### config.mk
export PLATFORM = sky130hd
export DESIGN_NAME = button_press_duration_classifier
export DESIGN_NICKNAME = d
export VERILOG_FILES = /design/src/rtl/core/bpdc_pkg.sv /design/src/rtl/core/bpdc_cfg_regs.sv /design/src/rtl/core/bpdc_engine.sv /design/src/rtl/core/bpdc_out_stage.sv /design/src/rtl/core/button_press_duration_classifier.sv
export SDC_FILE = /design/constraint.sdc
export NUM_CORES = 1
export LEC_CHECK = 0
export BUFFER_PORTS_ARGS = -buffer_cell sky130_fd_sc_hd__buf_2
export CORE_MARGIN = 4
export CORE_UTILIZATION = 55
export CTS_CLUSTER_SIZE = 16
export DETAILED_ROUTE_END_ITERATION = 8
export PLACE_DENSITY = 0.84
export REMOVE_ABC_BUFFERS = 1
export SLEW_MARGIN = 10
export SYNTH_ARGS = -nofsm -noshare
export SYNTH_HDL_FRONTEND = slang
export SYNTH_HIERARCHICAL = 1
export SYNTH_SLANG_ARGS = --single-unit
### constraint.sdc
create_clock -name clk -period 5.51 [get_ports clk]
set_input_delay 0.551 -clock clk [delete_from_list [all_inputs] [get_ports clk]]
set_output_delay 0.551 -clock clk [all_outputs]
set_load 0.01 [all_outputs]
### src/rtl/core/bpdc_pkg.sv
package bpdc_pkg;

  // Width of the hold, repeat and lockout counters.
  localparam int COUNT_WIDTH = 16;
  // Width of the threshold registers.
  localparam int THR_WIDTH = 16;
  // Compare width that holds both a counter and a threshold.
  localparam int CMP_WIDTH = (COUNT_WIDTH > THR_WIDTH) ? COUNT_WIDTH : THR_WIDTH;

  localparam int CFG_INDEX_WIDTH = 3;
  localparam int CFG_DATA_WIDTH = THR_WIDTH;

  localparam int IN_TDATA_WIDTH = 8;
  localparam int OUT_TDATA_WIDTH = 8;

  typedef logic [COUNT_WIDTH-1:0] count_t;
  typedef logic [THR_WIDTH-1:0] thr_t;
  typedef logic [CMP_WIDTH-1:0] cmp_t;

  typedef enum logic [CFG_INDEX_WIDTH-1:0] {
    CFG_REPEAT_MODE  = 3'd0,
    CFG_SHORT_TICKS  = 3'd1,
    CFG_MEDIUM_TICKS = 3'd2,
    CFG_LONG_TICKS   = 3'd3,
    CFG_REPEAT_TICKS = 3'd4,
    CFG_AUTO_CLEAR   = 3'd5
  } cfg_index_t;

  typedef enum logic [1:0] {
    PH_OPEN    = 2'd0,
    PH_PRESSED = 2'd1,
    PH_BLOCKED = 2'd2
  } phase_t;

  typedef enum logic [2:0] {
    EV_NONE   = 3'd0,
    EV_SHORT  = 3'd1,
    EV_MEDIUM = 3'd2,
    EV_LONG   = 3'd3,
    EV_REPEAT = 3'd4
  } event_t;

  typedef struct packed {
    logic repeat_mode;
    thr_t short_ticks;
    thr_t medium_ticks;
    thr_t long_ticks;
    thr_t repeat_ticks;
    logic auto_clear;
  } cfg_t;

  typedef struct packed {
    logic   release_new;
    logic   press_new;
    event_t release_result;
    event_t press_result;
  } result_t;

  function automatic count_t sat_inc(input count_t v);
    return (v == '1) ? v : count_t'(v + count_t'(1));
  endfunction

endpackage

### src/rtl/core/bpdc_cfg_regs.sv
module bpdc_cfg_regs
  import bpdc_pkg::*;
(
  input  logic                       clk,
  input  logic                       rst_n,
  input  logic                       wr_en,
  input  logic [CFG_INDEX_WIDTH-1:0] wr_index,
  input  logic [CFG_DATA_WIDTH-1:0]  wr_data,
  output cfg_t                       cfg
);

  cfg_t cfg_r;
  cfg_t cfg_nxt;

  always_comb begin
    cfg_nxt = cfg_r;
    if (wr_en) begin
      unique case (wr_index)
        CFG_REPEAT_MODE:  cfg_nxt.repeat_mode  = wr_data[0];
        CFG_SHORT_TICKS:  cfg_nxt.short_ticks  = thr_t'(wr_data);
        CFG_MEDIUM_TICKS: cfg_nxt.medium_ticks = thr_t'(wr_data);
        CFG_LONG_TICKS:   cfg_nxt.long_ticks   = thr_t'(wr_data);
        CFG_REPEAT_TICKS: cfg_nxt.repeat_ticks = thr_t'(wr_data);
        CFG_AUTO_CLEAR:   cfg_nxt.auto_clear   = wr_data[0];
        default: ;
      endcase
    end
  end

  always_ff @(posedge clk) begin
    if (!rst_n) begin
      cfg_r.repeat_mode  <= 1'b0;
      cfg_r.short_ticks  <= thr_t'(5);
      cfg_r.medium_ticks <= thr_t'(100);
      cfg_r.long_ticks   <= thr_t'(300);
      cfg_r.repeat_ticks <= thr_t'(20);
      cfg_r.auto_clear   <= 1'b0;
    end else begin
      cfg_r <= cfg_nxt;
    end
  end

  assign cfg = cfg_r;

endmodule

### src/rtl/core/bpdc_engine.sv
module bpdc_engine
  import bpdc_pkg::*;
(
  input  logic    clk,
  input  logic    rst_n,
  input  cfg_t    cfg,
  input  logic    step,
  input  logic    req_type,
  input  logic    contact_open,
  output result_t result
);

  phase_t phase_r, phase_nxt;
  count_t hold_r, hold_nxt;
  count_t rep_r, rep_nxt;
  count_t lock_r, lock_nxt;
  event_t press_r, press_nxt;
  event_t rel_r, rel_nxt;

  cmp_t   hold_c;
  cmp_t   rep_c;
  cmp_t   lock_inc_c;
  cmp_t   short_c;
  cmp_t   medium_c;
  cmp_t   long_c;
  cmp_t   thr_c;
  event_t band;
  count_t lock_inc;

  assign hold_c     = cmp_t'(hold_r);
  assign rep_c      = cmp_t'(rep_r);
  assign short_c    = cmp_t'(cfg.short_ticks);
  assign medium_c   = cmp_t'(cfg.medium_ticks);
  assign long_c     = cmp_t'(cfg.long_ticks);
  assign lock_inc   = sat_inc(lock_r);
  assign lock_inc_c = cmp_t'(lock_inc);

  // Bands are tested in order; a count that falls in none raises nothing.
  always_comb begin
    priority if (hold_c >= short_c && hold_c < medium_c) begin
      band  = EV_SHORT;
      thr_c = short_c;
    end else if (hold_c >= medium_c && hold_c < long_c) begin
      band  = EV_MEDIUM;
      thr_c = medium_c;
    end else if (hold_c >= long_c) begin
      band  = EV_LONG;
      thr_c = long_c;
    end else begin
      band  = EV_NONE;
      thr_c = '0;
    end
  end

  always_comb begin
    phase_nxt = phase_r;
    hold_nxt  = hold_r;
    rep_nxt   = rep_r;
    lock_nxt  = lock_r;
    press_nxt = press_r;
    rel_nxt   = rel_r;
    result    = '0;

    if (req_type) begin
      // A block request leaves the counters and the stores alone.
      phase_nxt = PH_BLOCKED;
    end else begin
      if (cfg.auto_clear) begin
        press_nxt = EV_NONE;
        rel_nxt   = EV_NONE;
      end
      unique case (phase_r)
        PH_OPEN: begin
          if (!contact_open) begin
            phase_nxt = PH_PRESSED;
            hold_nxt  = '0;
            rep_nxt   = '0;
          end
        end
        PH_BLOCKED: begin
          lock_nxt = lock_inc;
          if (contact_open && lock_inc_c >= short_c) begin
            lock_nxt  = '0;
            phase_nxt = PH_OPEN;
          end
        end
        default: begin
          // The unused phase code behaves as pressed.
          hold_nxt = sat_inc(hold_r);
          rep_nxt  = sat_inc(rep_r);
          if (band != EV_NONE) begin
            priority if (contact_open) begin
              rel_nxt            = band;
              result.release_new = 1'b1;
              phase_nxt          = PH_OPEN;
            end else if (hold_c == thr_c) begin
              if (band != EV_SHORT) begin
                rep_nxt = sat_inc('0);
              end
              press_nxt        = band;
              result.press_new = 1'b1;
            end else if (band != EV_SHORT && cfg.repeat_mode &&
                         rep_c == cmp_t'(cfg.repeat_ticks)) begin
              rep_nxt          = sat_inc('0);
              press_nxt        = EV_REPEAT;
              result.press_new = 1'b1;
            end
          end
        end
      endcase
    end

    result.press_result   = press_nxt;
    result.release_result = rel_nxt;
  end

  always_ff @(posedge clk) begin
    if (!rst_n) begin
      phase_r <= PH_OPEN;
      hold_r  <= '0;
      rep_r   <= '0;
      lock_r  <= '0;
      press_r <= EV_NONE;
      rel_r   <= EV_NONE;
    end else if (step) begin
      phase_r <= phase_nxt;
      hold_r  <= hold_nxt;
      rep_r   <= rep_nxt;
      lock_r  <= lock_nxt;
      press_r <= press_nxt;
      rel_r   <= rel_nxt;
    end
  end

endmodule

### src/rtl/core/bpdc_out_stage.sv
module bpdc_out_stage
  import bpdc_pkg::*;
(
  input  logic    clk,
  input  logic    rst_n,
  input  logic    load,
  input  result_t load_data,
  output logic    can_load,
  output logic    out_valid,
  input  logic    out_ready,
  output result_t out_data
);

  logic    valid_r, valid_nxt;
  result_t data_r;

  // The register may take a new result in the same cycle that the old one
  // leaves.
  assign can_load = !valid_r || out_ready;

  always_comb begin
    valid_nxt = valid_r;
    if (load) begin
      valid_nxt = 1'b1;
    end else if (out_ready) begin
      valid_nxt = 1'b0;
    end
  end

  always_ff @(posedge clk) begin
    if (!rst_n) begin
      valid_r <= 1'b0;
    end else begin
      valid_r <= valid_nxt;
    end
  end

  always_ff @(posedge clk) begin
    if (load) begin
      data_r <= load_data;
    end
  end

  assign out_valid = valid_r;
  assign out_data  = data_r;

endmodule

### src/rtl/core/button_press_duration_classifier.sv
// Button press classifier: every transfer on the input stream is one tick
// (contact sample) or one block request, and each one yields exactly one
// result transfer holding the press and release stores and the two event
// flags. One item is taken per clock cycle; the only stage is the output
// register, which accepts a new result in the same cycle that the waiting
// one is taken, so the rate is limited only by the downstream ready. The user
// must write thresholds via the configuration channel only while the stream
// is idle, not enforced by the block. Counters saturate at their maximum.
module button_press_duration_classifier
  import bpdc_pkg::*;
(
  input  logic                       clk,
  input  logic                       rst_n,
  input  logic                       in_tvalid,
  output logic                       in_tready,
  // [0] contact_open, [7:1] zero
  input  logic [IN_TDATA_WIDTH-1:0]  in_tdata,
  // [0] req_type
  input  logic                       in_tuser,
  output logic                       out_tvalid,
  input  logic                       out_tready,
  // [2:0] press_result, [5:3] release_result, [6] press_new, [7] release_new
  output logic [OUT_TDATA_WIDTH-1:0] out_tdata,
  input  logic                       cfg_valid,
  output logic                       cfg_ready,
  input  logic [CFG_INDEX_WIDTH-1:0] cfg_index,
  input  logic [CFG_DATA_WIDTH-1:0]  cfg_data
);

  cfg_t    cfg;
  result_t step_result;
  result_t out_result;
  logic    can_load;
  logic    in_xfer;

  assign cfg_ready = rst_n;
  assign in_tready = rst_n && can_load;
  assign in_xfer   = in_tvalid && in_tready;

  bpdc_cfg_regs u_cfg (
    .clk      (clk),
    .rst_n    (rst_n),
    .wr_en    (cfg_valid && cfg_ready),
    .wr_index (cfg_index),
    .wr_data  (cfg_data),
    .cfg      (cfg)
  );

  bpdc_engine u_engine (
    .clk          (clk),
    .rst_n        (rst_n),
    .cfg          (cfg),
    .step         (in_xfer),
    .req_type     (in_tuser),
    .contact_open (in_tdata[0]),
    .result       (step_result)
  );

  bpdc_out_stage u_out (
    .clk       (clk),
    .rst_n     (rst_n),
    .load      (in_xfer),
    .load_data (step_result),
    .can_load  (can_load),
    .out_valid (out_tvalid),
    .out_ready (out_tready),
    .out_data  (out_result)
  );

  assign out_tdata = OUT_TDATA_WIDTH'(out_result);

endmodule

* Word level (Yosys, flattened, before mapping) *
Cells that the tools add are included.

storage, ports and cells
  register bits = 131
  output and inout bits = 11
  bits of input ports = 33
  word-level logic and storage cells = 115

operators by class
  equality and inequality tests = 16
  reduce and logical (&&, ||, !) cells = 29
  bitwise operators = 3
  mux-type cells = 41
  add/sub/neg operators = 3
  $lt $le $gt $ge = 6

operators with widths
  kind                                                                     count
  16-bit 2-to-1 mux                                                        13
  16-bit >= comparator                                                     4
  16-bit case mux with 2 select lines                                      2
  16-bit by 1-bit adder with 16-bit output, second input constant          3
  16-bit == test, second input constant                                    3
  3-bit 2-to-1 mux                                                         14
  16-bit == test                                                           2
  16-bit < comparator                                                      2
  2-bit 2-to-1 mux                                                         6
  2-bit AND reduction                                                      6
  5-bit AND reduction                                                      2
  1-bit logical AND                                                        8
  4-bit nonzero test                                                       2
  3-bit by 2-bit == test with 1-bit output, second input constant          2
  3-bit == test, second input constant                                     2
  1-bit 2-to-1 mux                                                         5
  5-bit OR reduction                                                       1
  2-bit inequality test, second input constant                             2
  2-bit case mux with 2 select lines                                       1
  4-bit AND reduction                                                      1
  4-bit OR reduction                                                       1
  3-bit by 1-bit == test with 1-bit output, second input constant          1
  3-bit zero test                                                          1
  3-bit by 1-bit inequality test with 1-bit output, second input constant  1
  other kinds (11)                                                         13

* Longest topological paths before layout *
Gate-level depths: netlist of run 1.

  word-level depth = 13
  mapped depth = 20
  mapped depth without buffers = 20

* Hierarchy *
Netlist of run 1, hierarchy kept.

by module, submodules not included
  module                            seq. area each (sq um)  cells each  area an instance (sq um)  instances
  bpdc_engine                       1,121.1                 731         5,545.3                   1
  bpdc_cfg_regs                     1,321.3                 247         2,575.0                   1
  bpdc_out_stage                    260.2                   12          289.0                     1
  button_press_duration_classifier  0.0                     4           27.5                      1

* Worst setup path before layout of run 1 *
OpenSTA, ideal clock, no wires.

  path kind = reg2reg
  start point = register u_engine.hold_r[0], in the netlist u_engine/hold_c[0]
  end point = register u_out.data_r, in the netlist u_out/out_data[1], data pin
  slack = 1.232 ns
  data arrival time = 4.021 ns
  period minus slack after synthesis = 4.278 ns
  cell stages (with the launch flop) = 16
  buffers on the path = 1
  cell sequence = dfxtp_1 > inv_1 > ha_1 > nand2b_1 > a211oi_1 > o211ai_1 > a2111oi_4 > nor2_1 > a311o_1 > mux2_1 > or4_1 > or4_1 > buf_2 > a21oi_1 > o21bai_1 > a22o_1

RTL lines
  item                    line                  source
  start, declared         bpdc_engine.sv:14     count_t hold_r, hold_nxt;
  start signal, assigned  bpdc_engine.sv:127    hold_r <= hold_nxt;
  end signal, assigned    bpdc_out_stage.sv:40  data_r <= load_data;
  end, declared           bpdc_out_stage.sv:15  result_t data_r;

* Final worst setup path of run 1 *
  start point = register u_engine.hold_r[5], in the netlist u_engine/hold_c[5]
  end point = register u_engine.rep_r[12], in the netlist u_engine/rep_c[12]

on the way
  word-level cells in the longest chain between the ends = 12
  elaborated cells between the ends (all ways) = 24
  those cells by class = 5 x order compare; 2 x eq/ne; 12 x mux; 5 x reduce/logical

ends and longest elaborated chain
  item                                                          line                                   source
  16-bit >= comparator (tied with other cells)                  bpdc_engine.sv:46                      end else if (hold_c >= long_c) begin
  2-bit 2-to-1 mux / 1-bit logical AND (equally long branches)  bpdc_engine.sv:46, bpdc_engine.sv:43
  3-bit 2-to-1 mux                                              bpdc_engine.sv:43                      end else if (hold_c >= medium_c && hold_c < long_c) begin
  3-bit 2-to-1 mux                                              bpdc_engine.sv:40                      priority if (hold_c >= short_c && hold_c < medium_c) begin
  3-bit by 1-bit inequality test with 1-bit output              bpdc_engine.sv:97, bpdc_engine.sv:102
  1-bit logical AND (2 in a row)                                bpdc_engine.sv:102                     end else if (band != EV_SHORT && cfg.repeat_mode &&
  16-bit 2-to-1 mux                                             bpdc_engine.sv:102
  16-bit 2-to-1 mux                                             bpdc_engine.sv:96                      end else if (hold_c == thr_c) begin
  16-bit 2-to-1 mux                                             bpdc_engine.sv:92                      priority if (contact_open) begin
  16-bit 2-to-1 mux (*)                                         bpdc_engine.sv:91                      if (band != EV_NONE) begin
  16-bit case mux with 2 select lines (*)                       bpdc_engine.sv:72                      unique case (phase_r)
  end signal, assigned                                          bpdc_engine.sv:128                     rep_r <= rep_nxt;
  end, declared                                                 bpdc_engine.sv:15                      count_t rep_r, rep_nxt;

Every way passes the cells marked *; elsewhere a longest branch is shown, timed or not.
A chain may end at the register's enable or synchronous reset.

==> reports/metrics.csv, run 1 <==
stage;metric;value;unit
drt;drt_drc_violations_left;0;
timing;max_freq;0.1958;GHz
timing;finalMaxSlewViolations;0;
critical_path;critical_path_class;register to register;
synth;synth-warning-count;6;
critical_path;critPathArrivalTime;5.42;ns
synth;seq_area_frac_synth;32.03;%
synth;post_synth_num_cell_types;72;
critical_path;critical_path.endpoint_type;register;
drt;final_antenna_net_count;0;
global_route;antenna_found_initial;0;
critical_path;critical-path-slowest-cell;sky130_fd_sc_hd__or4_1;
timing;finalWorstPathRequiredPeriod;5.108;ns
hold_path;hold_path_class;primary input to register;
pwr;ir_worst_vdd;225.4;µV
synth;synth.avg_cell_area;8.488;µm²
clocking;clock_tree.root_cell;sky130_fd_sc_hd__clkbuf_16;
job;maxCapViolations;0;
timing;final_worst_slack;0.4023;ns
run_status;run_status;finished clean;
floorplan;io_pins;44;
global_route;grt_start_max_net_pins;65;
critical_path;cp-start-kind;register;
global_route;vias_in_the_first_global_route;7211;
synth;ys_ff_latch;131;
global_route;globalRoute.totalOverflow;0;
synth;number_of_enable_flip_flop_cells_after_synthesis;8;
clocking;cts-buffers-inserted;17;
floorplan;start_util;55.91;%
timing;finalHoldViolCount;0;
clocking;cts_num_sinks;131;
synth;netlist_area;8437;µm²
drt;wl;22330;µm
global_route;grt_usage;25.50;%
synth;syn-instance-count;994;
cells_and_area;insertedDiodeCount;0;
synth;synth-async-reset-ratio;0;%
clocking;clock_transition_at_path_regs;0.07;ns
timing;rsz0062_at_grt;false;
floorplan;floorplan.die.height;131.9;µm
global_route;gr-usage-met2;39.77;%
global_route;grt_pass1_wl;36090;µm
drt;detail_route.vias_per_cell;6.224;
timing;totalNegativeSetupSlack;0;ns
critical_path;worst_path_dominant_cell_family;simple AND/OR/NAND/NOR gates;
critical_path;required;5.82;ns
cells_and_area;final_net_count;1122;
placed_design;buffer_ports.inserted;36;
critical_path;cp.buffers_inverters;0;
timing;final-setup-viol-count;0;
placed_design;place.gp.congestion;1.049;
global_route;busiest_layer;met2;
global_route;global_route.usage.met1;33.97;%
placed_design;place.detailed.hpwl;16330;µm
critical_path;critPathMostFrequentCell;sky130_fd_sc_hd__or4_1;
timing;timing_worst_slew_pin_value;1.128;ns
critical_path;critical-path-max-stage-delay;0.72;ns
drt;drtIter0Drc;735;
synth;synth_top_flop_cell;sky130_fd_sc_hd__dfxtp_1;
pwr;power_density;234.4;nW/µm²
clocking;ctsLongestPathBuffers;2;
timing;min_period_over_period;92.70;%
cells_and_area;layout_overhead_on_the_synthesized_area;10.62;%
critical_path;worst-path-max-fanout;17;
clocking;cts-hold-fix-buffers;0;
floorplan;coreArea;15090;µm²
floorplan;die-area;17390;µm²
clocking;insertion_delay;0.43;ns
pwr;total_leakage_power;3.969;nW
placed_design;dp_slack;0.4207;ns
clocking;h_tree_levels;4;
cells_and_area;drive_above_1_share;10.82;%
drt;dr.pass1.iters;6;
critical_path;cp_cell_sequence;ha_1 -> a21oi_1 -> o21ai_0 -> a221oi_1 -> nand3_1 -> nor2_2 -> a311o_1 -> mux2_1 -> or4_1 -> or4_1 -> a21oi_4 -> nor2_1 -> o221a_1;
timing;relative_slew_margins;24.38;%
global_route;gr-usage-met3;5.458;%
floorplan;rows;45;
clocking;cts_tree;done;
drt;route.vias.total;7612;
timing;finClkSkew;0.01234;ns
critical_path;reg2reg_setup_slack;0.40;ns
floorplan;floorplan.die.width;131.9;µm
cells_and_area;number_of_filler_instances_in_the_final_layout;1240;
drt;wl_per_cell;18.26;µm
Yosys cell counts, types with 3 or more instances:
| cell type | number | area [µm²] |
|---|---|---|
| sky130_fd_sc_hd__nor3_1 | 19 | 95.09 |
| sky130_fd_sc_hd__dfxtp_1 | 123 | 2462 |
| sky130_fd_sc_hd__o21ai_0 | 21 | 105.1 |
| sky130_fd_sc_hd__and3_1 | 13 | 81.33 |
| sky130_fd_sc_hd__a21o_1 | 13 | 97.59 |
| sky130_fd_sc_hd__o2bb2ai_1 | 3 | 26.28 |
| sky130_fd_sc_hd__or3_1 | 6 | 37.54 |
| sky130_fd_sc_hd__and4_1 | 6 | 52.55 |
| sky130_fd_sc_hd__a221oi_1 | 8 | 70.07 |
| sky130_fd_sc_hd__or2_2 | 9 | 56.30 |
| sky130_fd_sc_hd__nor4_1 | 4 | 25.02 |
| sky130_fd_sc_hd__o211ai_1 | 11 | 82.58 |
| sky130_fd_sc_hd__nor2_1 | 74 | 277.8 |
| sky130_fd_sc_hd__a2111oi_0 | 4 | 35.03 |
| sky130_fd_sc_hd__mux2_2 | 3 | 33.78 |
| sky130_fd_sc_hd__clkbuf_1 | 29 | 108.9 |
| sky130_fd_sc_hd__nand2b_1 | 14 | 87.58 |
| sky130_fd_sc_hd__edfxtp_1 | 8 | 240.2 |
| sky130_fd_sc_hd__a311o_1 | 10 | 100.1 |
| sky130_fd_sc_hd__nand4_1 | 26 | 162.7 |
| sky130_fd_sc_hd__a311oi_1 | 4 | 35.03 |
| sky130_fd_sc_hd__nor2b_1 | 24 | 150.1 |
| sky130_fd_sc_hd__o21a_1 | 4 | 30.03 |
| sky130_fd_sc_hd__xnor2_1 | 31 | 271.5 |
| sky130_fd_sc_hd__a211oi_1 | 7 | 52.55 |
| sky130_fd_sc_hd__and2_1 | 6 | 37.54 |
| sky130_fd_sc_hd__a31oi_1 | 4 | 25.02 |
| sky130_fd_sc_hd__buf_6 | 4 | 45.04 |
| sky130_fd_sc_hd__nand3_1 | 37 | 185.2 |
| sky130_fd_sc_hd__a21oi_1 | 46 | 230.2 |
| sky130_fd_sc_hd__o31ai_1 | 5 | 37.54 |
| sky130_fd_sc_hd__a22o_1 | 13 | 113.9 |
| sky130_fd_sc_hd__nand2_1 | 130 | 488.0 |
| sky130_fd_sc_hd__ha_1 | 67 | 838.3 |
| sky130_fd_sc_hd__xor2_1 | 19 | 166.4 |
| sky130_fd_sc_hd__mux2i_1 | 75 | 750.7 |
| sky130_fd_sc_hd__buf_4 | 5 | 37.54 |
| sky130_fd_sc_hd__buf_2 | 7 | 35.03 |
| sky130_fd_sc_hd__inv_1 | 58 | 217.7 |
routing by layer:
metal / wire (µm) / vias up
li1: - / 3616
met1: 9667 / 3550
met2: 9986 / 386
met3: 1970 / 60
met4: 709 / 0
met5: 0 / -
worst paths after layout:
check / startpoint / endpoint / depth (start not counted)
setup / recovery: u_engine/hold_c[5] / u_engine/rep_c[12] / 13
hold / removal: cfg_data[6] / u_cfg/cfg[39] / 3
setup reg to reg: u_engine/hold_c[5] / u_engine/rep_c[12] / 13
hold reg to reg: u_engine/rel_r[2] / u_engine/rel_r[2] / 1
registers in the layout (all words and copies together) (netlist names):
signal            cells
u_engine/press_r      3
u_engine/phase_r      2
u_engine/rel_r        3
u_engine/rep_c       16
u_engine/lock_r      16
u_out/out_valid       1
u_engine/hold_c      16
u_out/out_data        8
u_cfg/cfg            66
worst reg2reg max path, cell delays in order (launching register included):
cell	delay, ns
sky130_fd_sc_hd__dfxtp_1	0.52
sky130_fd_sc_hd__ha_1	0.32
sky130_fd_sc_hd__a21oi_1	0.15
sky130_fd_sc_hd__o21ai_0	0.13
sky130_fd_sc_hd__a221oi_1	0.47
sky130_fd_sc_hd__nand3_1	0.26
sky130_fd_sc_hd__nor2_2	0.49
sky130_fd_sc_hd__a311o_1	0.20
sky130_fd_sc_hd__mux2_1	0.31
sky130_fd_sc_hd__or4_1	0.46
sky130_fd_sc_hd__or4_1	0.72
sky130_fd_sc_hd__a21oi_4	0.50
sky130_fd_sc_hd__nor2_1	0.18
sky130_fd_sc_hd__o221a_1	0.29
stage by stage:
step	hold slack, ns	power, mW	area [µm²]	std cells	util, %
finish	0.4102	2.187	9333	1223	61.85
global placement	0.4436	1.101	8757	1191	58.03
CTS	0.3965	2.197	9330	1223	61.83
global route	0.4173	2.253	9333	1223	61.85
floorplan	0.4347	1.053	8182	946	-
detailed placement	0.4564	1.104	8757	1191	58.03
area by class of cell:
class,count,area [µm²],area share [%]
Timing Repair Buffer,57,340.3,3.647
Clock inverter,13,120.1,1.287
Sequential cell,131,2703,28.96
Clock buffer,19,452.9,4.853
Multi-Input combinational cell,757,5264,56.40
Inverter,58,217.7,2.333
Tap cell,188,235.2,2.520
cell usage in the layout, fill, tap and decap left out, types with 5 or more instances in the layout:
cell type,n
sky130_fd_sc_hd__nand2_1,130
sky130_fd_sc_hd__dfxtp_1,123
sky130_fd_sc_hd__mux2i_1,75
sky130_fd_sc_hd__nor2_1,73
sky130_fd_sc_hd__ha_1,67
sky130_fd_sc_hd__inv_1,58
sky130_fd_sc_hd__a21oi_1,46
sky130_fd_sc_hd__nand3_1,37
sky130_fd_sc_hd__buf_2,35
sky130_fd_sc_hd__xnor2_1,31
sky130_fd_sc_hd__nand4_1,26
sky130_fd_sc_hd__nor2b_1,24
sky130_fd_sc_hd__buf_4,22
sky130_fd_sc_hd__o21ai_0,21
sky130_fd_sc_hd__nor3_1,19
sky130_fd_sc_hd__xor2_1,19
sky130_fd_sc_hd__clkbuf_16,17
sky130_fd_sc_hd__nand2b_1,14
sky130_fd_sc_hd__and3_1,13
sky130_fd_sc_hd__a21o_1,13
sky130_fd_sc_hd__a22o_1,13
sky130_fd_sc_hd__o211ai_1,11
sky130_fd_sc_hd__a311o_1,10
sky130_fd_sc_hd__or2_2,9
sky130_fd_sc_hd__a221oi_1,8
sky130_fd_sc_hd__edfxtp_1,8
sky130_fd_sc_hd__a211oi_1,7
sky130_fd_sc_hd__and2_1,6
sky130_fd_sc_hd__or3_1,6
sky130_fd_sc_hd__and4_1,6
sky130_fd_sc_hd__inv_6,5
sky130_fd_sc_hd__o31ai_1,5
what timing repair did:
action                     in CTS  in global routing
gates resized for setup         0                  1
setup buffers                   0                  0
setup endpoints to repair       0                  7
logic make-up (layout without fill, tap and decap cells):
| logic type | Yosys count | count (layout) | share of synthesized area, % |
|---|---|---|---|
| and+or+nand+nor | 383 | 383 | 22.44 |
| AOI/OAI and AO/OA | 177 | 177 | 15.23 |
| DFF | 131 | 131 | 32.03 |
| buffers and inverters | 106 | 147 | 5.606 |
| muxes | 80 | 80 | 9.565 |
| adders and majority gates | 67 | 67 | 9.936 |
| xor gates and xnor gates | 50 | 50 | 5.191 |
where the power goes:
part / internal (mW) / switching (mW)
registers: 0.967 / 0.00883
logic: 0.0374 / 0.0726
clock network: 0.650 / 0.452
Note: power is estimated with default switching activity, not from simulation.
==> run 2, diff against run 1 <==
--- a/config.mk
+++ b/config.mk
@@ -6,7 +6,7 @@
 export NUM_CORES = 1
 export LEC_CHECK = 0
 export BUFFER_PORTS_ARGS = -buffer_cell sky130_fd_sc_hd__buf_2
-export CORE_MARGIN = 4
+export CORE_MARGIN = 5
 export CORE_UTILIZATION = 55
 export CTS_CLUSTER_SIZE = 16
 export DETAILED_ROUTE_END_ITERATION = 8
==> reports/metrics.csv, run 2 (synthesis results as in run 1) <==
stage;metric;value;unit;change
run_status;run_status;finished clean;;
floorplan;start_util;55.70;%;-0.21 points
job;maxCapViolations;0;;unchanged
pwr;total_power;2.206;mW;+0.84%
placed_design;place.detailed.hpwl;16770;µm;+2.7%
drt;route.vias.total;7519;;-1.2%
pwr;switching_fraction;23.08;%;-1.3 points
cells_and_area;final_net_count;1122;;unchanged
pwr;internal_power;1.697;mW;+2.6%
clocking;cts-buffers-inserted;17;;unchanged
critical_path;critPathArrivalTime;5.30;ns;-0.12 ns
clocking;insertion_delay;0.42;ns;about the same
pwr;switchingPower;509.1;µW;-4.5%
critical_path;critical_path_class;register to register;;
cells_and_area;final_cell_mix;sky130_fd_sc_hd__nand2_1, sky130_fd_sc_hd__dfxtp_1, sky130_fd_sc_hd__mux2i_1, sky130_fd_sc_hd__nor2_1, sky130_fd_sc_hd__ha_1;;
clocking;ctsLongestPathBuffers;2;;unchanged
timing;finalMaxSlewViolations;0;;unchanged
pwr;power.clock.fraction;50.8;%;+0.4 points
floorplan;die-area;17920;µm²;+3.1%
drt;final_antenna_net_count;0;;unchanged
timing;final-setup-viol-count;0;;unchanged
cells_and_area;largest_register_ff_count;66;;unchanged
clocking;cts_tree;done;;
pwr;combinationalPowerShare;5.0;%;about the same
floorplan;coreArea;15150;µm²;+0.37%
pwr;power_density;236.1;nW/µm²;+0.74%
critical_path;required;5.68;ns;-0.14 ns
drt;drtIter0Drc;643;;-13%
clocking;post_cts_resized;0;;unchanged
timing;finalWorstPathRequiredPeriod;5.128;ns;+0.02075 ns
drt;wl;22320;µm;about the same
drt;wl_per_cell;18.25;µm;about the same
drt;dr.pass1.iters;5;;-1
pwr;total_leakage_power;3.970;nW;about the same
clocking;post-cts-setup-buffer-count;0;;unchanged
timing;finClkSkew;0.008198;ns;-0.004143 ns
clocking;cts-hold-fix-buffers;0;;unchanged
clocking;clock_transition_at_path_regs;0.06;ns;about the same
drt;drt_drc_violations_left;0;;unchanged
timing;rsz0062_at_grt;false;;
critical_path;critical_path.endpoint_type;register;;
drt;detail_route.vias_per_cell;6.148;;-1.2%
floorplan;floorplan.die.width;133.9;µm;+1.5%
global_route;antenna_found_initial;0;;unchanged
placed_design;buffer_ports.inserted;36;;unchanged
global_route;globalRoute.totalOverflow;0;;unchanged
floorplan;floorplan.die.height;133.9;µm;+1.5%
pwr;ir_worst_vdd;241.9;µV;+7.3%
clocking;clock_tree.root_cell;sky130_fd_sc_hd__clkbuf_16;;
timing;finalHoldViolCount;0;;unchanged
cells_and_area;insertedDiodeCount;0;;unchanged
timing;max_freq;0.1950;GHz;-0.40%
critical_path;cp-start-kind;register;;
cells_and_area;layout_commonest_cell;sky130_fd_sc_hd__nand2_1;;
global_route;vias_in_the_first_global_route;7127;;-1.2%
critical_path;worst-path-max-fanout;24;;+7
hold_path;hold_path_class;primary input to register;;
cells_and_area;number_of_filler_instances_in_the_final_layout;1283;;+3.5%
placed_design;dp_slack;0.4660;ns;+0.04527 ns
timing;timing_worst_slew_pin_value;1.127;ns;-0.0004190 ns
cells_and_area;drive_above_1_share;10.53;%;-0.29 points
global_route;grt_pass1_wl;36110;µm;about the same
timing;relative_slew_margins;24.41;%;+0.028 points
floorplan;rows;45;;unchanged
clocking;cts_num_sinks;131;;unchanged
floorplan;io_pins;44;;unchanged
global_route;grt_start_max_net_pins;71;;+9.2%
timing;final_worst_slack;0.3816;ns;-0.02075 ns
cells_and_area;layout_overhead_on_the_synthesized_area;10.74;%;
timing;min_period_over_period;93.08;%;+0.38 points
clocking;h_tree_levels;4;;unchanged
timing;totalNegativeSetupSlack;0;ns;unchanged
pwr;sequential_fraction_of_design_power;44.2;%;-0.4 points
placed_design;place.gp.congestion;0.9774;;-6.8%
global_route;grt_usage;25.13;%;-0.37 points
-- run 2: worst max-delay path, stage by stage (launching register included) --
cell and delay, ns:
sky130_fd_sc_hd__dfxtp_1 0.45, sky130_fd_sc_hd__inv_1 0.17, sky130_fd_sc_hd__ha_1 0.29, sky130_fd_sc_hd__nand2b_1 0.14, sky130_fd_sc_hd__a211oi_1 0.25, sky130_fd_sc_hd__o211ai_1 0.20
sky130_fd_sc_hd__a2111oi_4 0.55, sky130_fd_sc_hd__nor2_1 0.10, sky130_fd_sc_hd__buf_4 0.23, sky130_fd_sc_hd__a311o_1 0.31, sky130_fd_sc_hd__mux2_1 0.31, sky130_fd_sc_hd__or4_1 0.46
sky130_fd_sc_hd__or4_1 0.64, sky130_fd_sc_hd__buf_4 0.22, sky130_fd_sc_hd__a21oi_1 0.19, sky130_fd_sc_hd__o21bai_1 0.10, sky130_fd_sc_hd__a22o_1 0.26
-- run 2: area by class of cell --
class / count / area [µm²] / share of cell area (%)
Inverter: 58 / 217.7 / 2.330
Clock inverter: 11 / 125.1 / 1.339
Timing Repair Buffer: 57 / 340.3 / 3.643
Sequential cell: 131 / 2703 / 28.93
Multi-Input combinational cell: 757 / 5261 / 56.31
Clock buffer: 21 / 460.4 / 4.928
Tap cell: 188 / 235.2 / 2.518
-- run 2: worst paths after layout --
kind	startpoint	end	slack, ns	cells past startpoint
max	u_engine/hold_c[0]	u_out/out_data[1]	0.38	16
min	cfg_data[3]	u_cfg/cfg[20]	0.40	3
max reg2reg	u_engine/hold_c[0]	u_out/out_data[1]	0.38	16
min reg2reg	u_cfg/cfg[64]	u_cfg/cfg[64]	0.46	2
-- run 2: metrics by stage --
stage / hold WS, ns / std cells / cell area, µm² / util (%)
6_report: 0.4018 / 1223 / 9343 / 61.69
3_5_place_dp: 0.4558 / 1191 / 8757 / 57.82
4_1_cts: 0.3840 / 1223 / 9343 / 61.69
5_1_grt: 0.4108 / 1223 / 9343 / 61.69
3_3_place_gp: 0.4435 / 1191 / 8757 / 57.82
2_1_floorplan: 0.4347 / 946 / 8182 / -
-- run 2: metal layers --
layer  up-vias  routed length, µm  GRT usage [%]
met2       311              10050          39.61
met5         -                  0              0
met3        62               1848          6.339
met1      3530               9724          32.76
li1       3616                  -              -
met4         0                692          10.74
-- run 2: power by group through the flow --
stage,registers [mW],clock network [mW],logic (mW)
after floorplan,0.995,0,0.0577
after global placement,0.996,0,0.106
after detailed placement,0.996,0,0.109
after CTS,0.975,1.13,0.109
after global routing,0.976,1.18,0.120
final,0.976,1.12,0.110
